$ cat src/rtl/edf_pkg.sv
// Shared types, widths and codes of the EDF periodic task scheduler.
package edf_pkg;

  localparam int MAX_TASKS    = 16;
  localparam int TASK_IDX_W   = (MAX_TASKS > 1) ? $clog2(MAX_TASKS) : 1;
  localparam int TICK_W       = 32;
  localparam int BURST_W      = 16;
  localparam int PERIOD_W     = 16;
  localparam int SLOT_W       = 4;
  localparam int TCOUNT_W     = 5;
  localparam int OUT_TASK_W   = 4;
  localparam int CFG_IDX_W    = 1;
  localparam int CFG_DATA_W   = 32;

  typedef enum logic {
    OP_LOAD = 1'b0,
    OP_TICK = 1'b1
  } op_t;

  localparam logic [CFG_IDX_W-1:0] CFG_TASK_COUNT = 1'b0;
  localparam logic [CFG_IDX_W-1:0] CFG_RUN_LIMIT  = 1'b1;

  // Per-cell control from the sequencer.
  typedef struct packed {
    logic load;
    logic update;
    logic charge;
    logic in_use;
  } cell_ctrl_t;

  // Earliest-deadline candidate handed along the cell row.
  typedef struct packed {
    logic                  valid;
    logic [TASK_IDX_W-1:0] idx;
    logic [TICK_W-1:0]     deadline;
  } cand_t;

endpackage

$ cat src/rtl/edf_cell.sv
// One task cell: holds a task's entry and passes the earliest-deadline candidate on.
module edf_cell (
  input  logic                            clk,
  input  logic                            rst_n,
  input  edf_pkg::cell_ctrl_t             ctrl,
  input  logic [edf_pkg::TASK_IDX_W-1:0]  idx,
  input  logic [edf_pkg::BURST_W-1:0]     ld_burst,
  input  logic [edf_pkg::PERIOD_W-1:0]    ld_period,
  input  logic [edf_pkg::TICK_W-1:0]      tick_now,
  input  edf_pkg::cand_t                  cand_in,
  output edf_pkg::cand_t                  cand_out,
  output logic                            complete,
  output logic                            miss
);
  import edf_pkg::*;

  logic [BURST_W-1:0]  burst_r, burst_nxt;
  logic [PERIOD_W-1:0] period_r, period_nxt;
  logic [BURST_W-1:0]  rem_r, rem_nxt;
  logic [TICK_W-1:0]   dl_r, dl_nxt;
  logic                done_r, done_nxt;
  logic                done_now;
  cand_t               cand_r, cand_nxt;

  always_comb begin
    burst_nxt  = burst_r;
    period_nxt = period_r;
    rem_nxt    = rem_r;
    dl_nxt     = dl_r;
    done_nxt   = done_r;
    done_now   = done_r;
    complete   = 1'b0;
    miss       = 1'b0;
    if (ctrl.load) begin
      burst_nxt  = ld_burst;
      period_nxt = ld_period;
      rem_nxt    = ld_burst;
      dl_nxt     = TICK_W'(ld_period);
      done_nxt   = 1'b0;
    end else if (ctrl.update) begin
      // Charge the running task first; a finished burst reloads.
      if (ctrl.charge) begin
        if (rem_r <= BURST_W'(1)) begin
          complete = 1'b1;
          done_now = 1'b1;
          rem_nxt  = burst_r;
        end else begin
          rem_nxt = rem_r - BURST_W'(1);
        end
      end
      done_nxt = done_now;
      if (ctrl.in_use) begin
        if (done_now && (dl_r <= tick_now)) begin
          dl_nxt   = dl_r + TICK_W'(period_r);
          done_nxt = 1'b0;
        end else if (!done_now && (dl_r == tick_now)) begin
          miss = 1'b1;
        end
      end
    end
  end

  // The incoming candidate has a lower index, so it wins ties.
  always_comb begin
    cand_nxt = cand_in;
    if (ctrl.in_use && !done_r && (!cand_in.valid || (dl_r < cand_in.deadline))) begin
      cand_nxt.valid    = 1'b1;
      cand_nxt.idx      = idx;
      cand_nxt.deadline = dl_r;
    end
  end

  always_ff @(posedge clk) begin
    burst_r  <= burst_nxt;
    period_r <= period_nxt;
    rem_r    <= rem_nxt;
    dl_r     <= dl_nxt;
  end

  always_ff @(posedge clk) begin
    if (!rst_n) begin
      done_r <= 1'b1;
      cand_r <= '0;
    end else begin
      done_r <= done_nxt;
      cand_r <= cand_nxt;
    end
  end

  assign cand_out = cand_r;

endmodule

$ cat config.mk
export PLATFORM = sky130hd
export DESIGN_NAME = edf_cell
export DESIGN_NICKNAME = d
export VERILOG_FILES = /design/src/rtl/edf_pkg.sv /design/src/rtl/edf_cell.sv
export SDC_FILE = /design/constraint.sdc
export NUM_CORES = 1
export LEC_CHECK = 0
export ABC_CLOCK_PERIOD_IN_PS = 4000
export BUFFER_PORTS_ARGS = -buffer_cell sky130_fd_sc_hd__buf_4
export CORE_ASPECT_RATIO = 1.4
export CORE_MARGIN = 5
export CORE_UTILIZATION = 56
export CTS_CLUSTER_SIZE = 8
export DETAILED_ROUTE_END_ITERATION = 7
export PLACE_DENSITY = 0.91
export SLEW_MARGIN = 25
export SYNTH_ARGS = -nofsm -noshare
export SYNTH_HDL_FRONTEND = slang
export SYNTH_SLANG_ARGS = --single-unit
$ cat constraint.sdc
create_clock -name clk -period 4 [get_ports clk]
set_clock_uncertainty 0.15 [all_clocks]
set_input_delay 0 -clock clk [delete_from_list [all_inputs] [get_ports clk]]
set_output_delay 0 -clock clk [all_outputs]
set_load 0.05 [all_outputs]
==> results.py <==
metrics = {
    "timing": {
        "drv_slew": 0,
        "hold_viol_final": 0,
        "tightest_slew_ps": 785,
        "hold_slack_ps": 88.8,
        "setup-tns-final_ps": 0,
        "setup_viol": 0,
        "fmax_ghz": 0.279,
        "slew-limit-headroom": 0.476,
        "fin_crit_sh": 0.897,
        "rsz0062_at_grt": "false",
        "period_needed_ps": 3590,
    },
    "cts": {
        "clk_root_buffer_cell": "clkbuf_16",
        "clock_latency_ps": 430,
        "ctsResizeCount": 0,
        "cts_buffers": 17,
        "clk_pin_slew_ps": 60,
        "cts_sinks": 118,
        "cts_tree": "yes",
        "htree_levels": 4,
        "clockBufferDepth": 2,
    },
    "drt": {
        "drc": 0,
        "routed_via_density": 6.04,
        "wl_per_cell_um": 18.2,
        "firstDrtPassIters": 5,
        "vias": 7250,
        "drt-initial-drc-count": 518,
        "finalWirelength_um": 21900,
        "postRouteAntennaNets": 0,
    },
    "run": {
        "cap_viol_max_count": 0,
    },
    "logic_synthesis": {
        "synthCells": 809,
        "synthesis.area_mm2": 0.00731,
        "synth_top_area_frac": 0.263,
        "ys_async_sr_fraction": 0,
        "post_synth_num_cell_types": 58,
        "ys_seq_elements": 118,
        "synth_flop_cell": "edfxtp_1",
        "avgSynthCellArea_um2": 9.04,
        "synth_nets": 1002,
        "yosysTopAreaCell": "edfxtp_1",
        "yosys_warnings": 0,
        "seq_area_frac_synth": 0.411,
        "synth_edf_count": 64,
        "ys_top_cells_by_area": "edfxtp_1 26%, dfxtp_1 15%, ha_1 14%",
    },
    "placement": {
        "globalplace.congestion": 0.927,
        "io_buffers": 149,
        "dp_hpwl_um": 14500,
        "dpl.cell_count": 1090,
    },
    "pwr": {
        "swShare": 0.306,
        "cellPowerDensity_mw_per_mm2": 406,
        "p_comb_frac": 0.243,
        "power_uw": 4040,
        "power_frac_clock": 0.391,
        "vdd_drop_max_mv": 0.328,
        "seqPwrFrac": 0.366,
        "p_sw_uw": 1240,
        "p_int_uw": 2810,
        "p_leak_uw": 0.00448,
    },
    "final_layout": {
        "drive_above_1_share": 0.195,
        "nFillCells": 778,
        "fin_nets": 1226,
        "register_area_mm2": 0.00300,
        "syn2layout_area_growth_pct": 36.3,
        "final_cells": 1200,
        "multiInputGateArea_mm2": 0.00389,
        "layout_commonest_cell": "buf_4",
        "most-common-layout-cells": "159 x buf_4, 90 x o21ai_0, 84 x a21oi_1, 81 x inv_1, 81 x ha_1",
        "final_core_util": 0.778,
    },
    "run_status": {
        "status": "finished clean",
    },
    "global_routing": {
        "grt_usage": 0.281,
        "grt_pass1_wl_um": 35000,
        "grt-ovfl-total": 0,
        "grt_max_degree": 67,
        "grt_pass1_vias": 7192,
        "antenna_found_initial": 1,
    },
    "setup_path": {
        "cp.arrival_ps": 3540,
        "start_kind": "register",
        "crit_path_end_kind": "register",
        "crit_type": "reg2reg",
        "crit_path_max_fanout": 16,
        "critPathRequiredTime_ps": 3960,
    },
    "floorplanning": {
        "die_width_um": 107,
        "initial_core_util": 0.571,
        "dieArea_mm2": 0.0155,
        "rows": 49,
        "fp.coreArea_mm2": 0.0128,
        "die_h_um": 145,
        "boundaryPins": 150,
    },
    "worst_hold_path": {
        "min_path_type": "in2reg",
    },
}
[per-layer routing]
metal  up-vias  share of wire  track usage
li1       3419              -            -
met5         -              0            0
met2       375           0.52        0.495
met3        85          0.076       0.0489
met1      3371           0.36        0.321
met4         0          0.047        0.143
[synth_stat cells (2+ instances only)]
| cell | n |
|---|---|
| a21oi_1 | 84 |
| o2111ai_1 | 4 |
| nand4_1 | 16 |
| nand2b_1 | 5 |
| o41ai_1 | 3 |
| nand3_1 | 54 |
| edfxtp_1 | 64 |
| ha_1 | 81 |
| xnor2_1 | 14 |
| mux2_2 | 4 |
| or4_1 | 15 |
| o31ai_1 | 18 |
| o211ai_1 | 2 |
| and3_1 | 5 |
| a31oi_1 | 4 |
| a21o_1 | 17 |
| nand2_1 | 66 |
| clkbuf_1 | 28 |
| o211a_1 | 2 |
| xor2_1 | 8 |
| nor3_1 | 7 |
| nor2_1 | 28 |
| inv_1 | 81 |
| nor2b_1 | 7 |
| o21ai_0 | 90 |
| o21bai_1 | 2 |
| dfxtp_1 | 54 |
| nor4_1 | 7 |
| o21a_1 | 4 |
| a311oi_1 | 2 |
| a211oi_1 | 4 |
| or3_1 | 2 |
| and4_1 | 2 |
[layout make-up]
cell class | instances | area share
clock buffer | 18 | 0.0431
inverter | 82 | 0.0309
timing repair buffer | 236 | 0.197
clock inverter | 14 | 0.0176
tap | 153 | 0.0192
sequential | 118 | 0.301
antenna | 1 | 0.000251
multi-input combinational | 578 | 0.391
[critical path, cell delays in order (launching register included)]
cell and delay (ps):
dfxtp_1 400, ha_1 340, nand4_1 200, nor4_1 500, nand3_1 360, o31ai_1 290, nand2_1 490, o21bai_1 250
buf_4 290
[kinds of logic (layout without fill, tap and decap cells)]
logic type,Yosys count,in the layout,share of synthesized area
buf+inv,113,350,0.0587
compound gates,248,248,0.201
mux,4,4,0.00616
fa+ha+maj,82,82,0.141
flops,118,118,0.411
other cells,0,1,0
simple gates,222,222,0.156
xor+xnor,22,22,0.0263
[final timing paths]
kind                  from      endpoint  slack (ps)  cells past startpoint
setup reg to reg  dl_r[29]      dl_r[13]         410                      8
hold / removal     ctrl[0]      dl_r[30]          90                      6
setup / recovery  dl_r[29]      dl_r[13]         410                      8
hold reg to reg   dl_r[31]  cand_out[31]         410                      2
[flip-flops by register name, summed over array words and instances, names as in the netlist]
register / cells
cand_out: 37
dl_r: 32
burst_r: 16
period_r: 16
rem_r: 16
done_r: 1
[metrics by stage]
step	instance area (µm²)	setup WS, ps
final	9960	411
after global routing	9960	208
after CTS	9960	446
after detailed placement	8590	505
after global placement	8590	569
after floorplan	7310	509
[power groups by stage]
stage / clock network [µW] / registers (µW) / logic [µW]
floorplan: 0 / 1560 / 511
global placement: 0 / 1490 / 849
detailed placement: 0 / 1500 / 872
CTS: 1580 / 1480 / 957
global route: 1640 / 1490 / 1070
finish: 1580 / 1480 / 982
[what timing repair did]
action | CTS | global route
buffers inserted | 0 | 0
hold buffers | 77 | 0
endpoints found under the hold margin | 132 | 0
No activity file was read; power rests on OpenSTA's default activity.
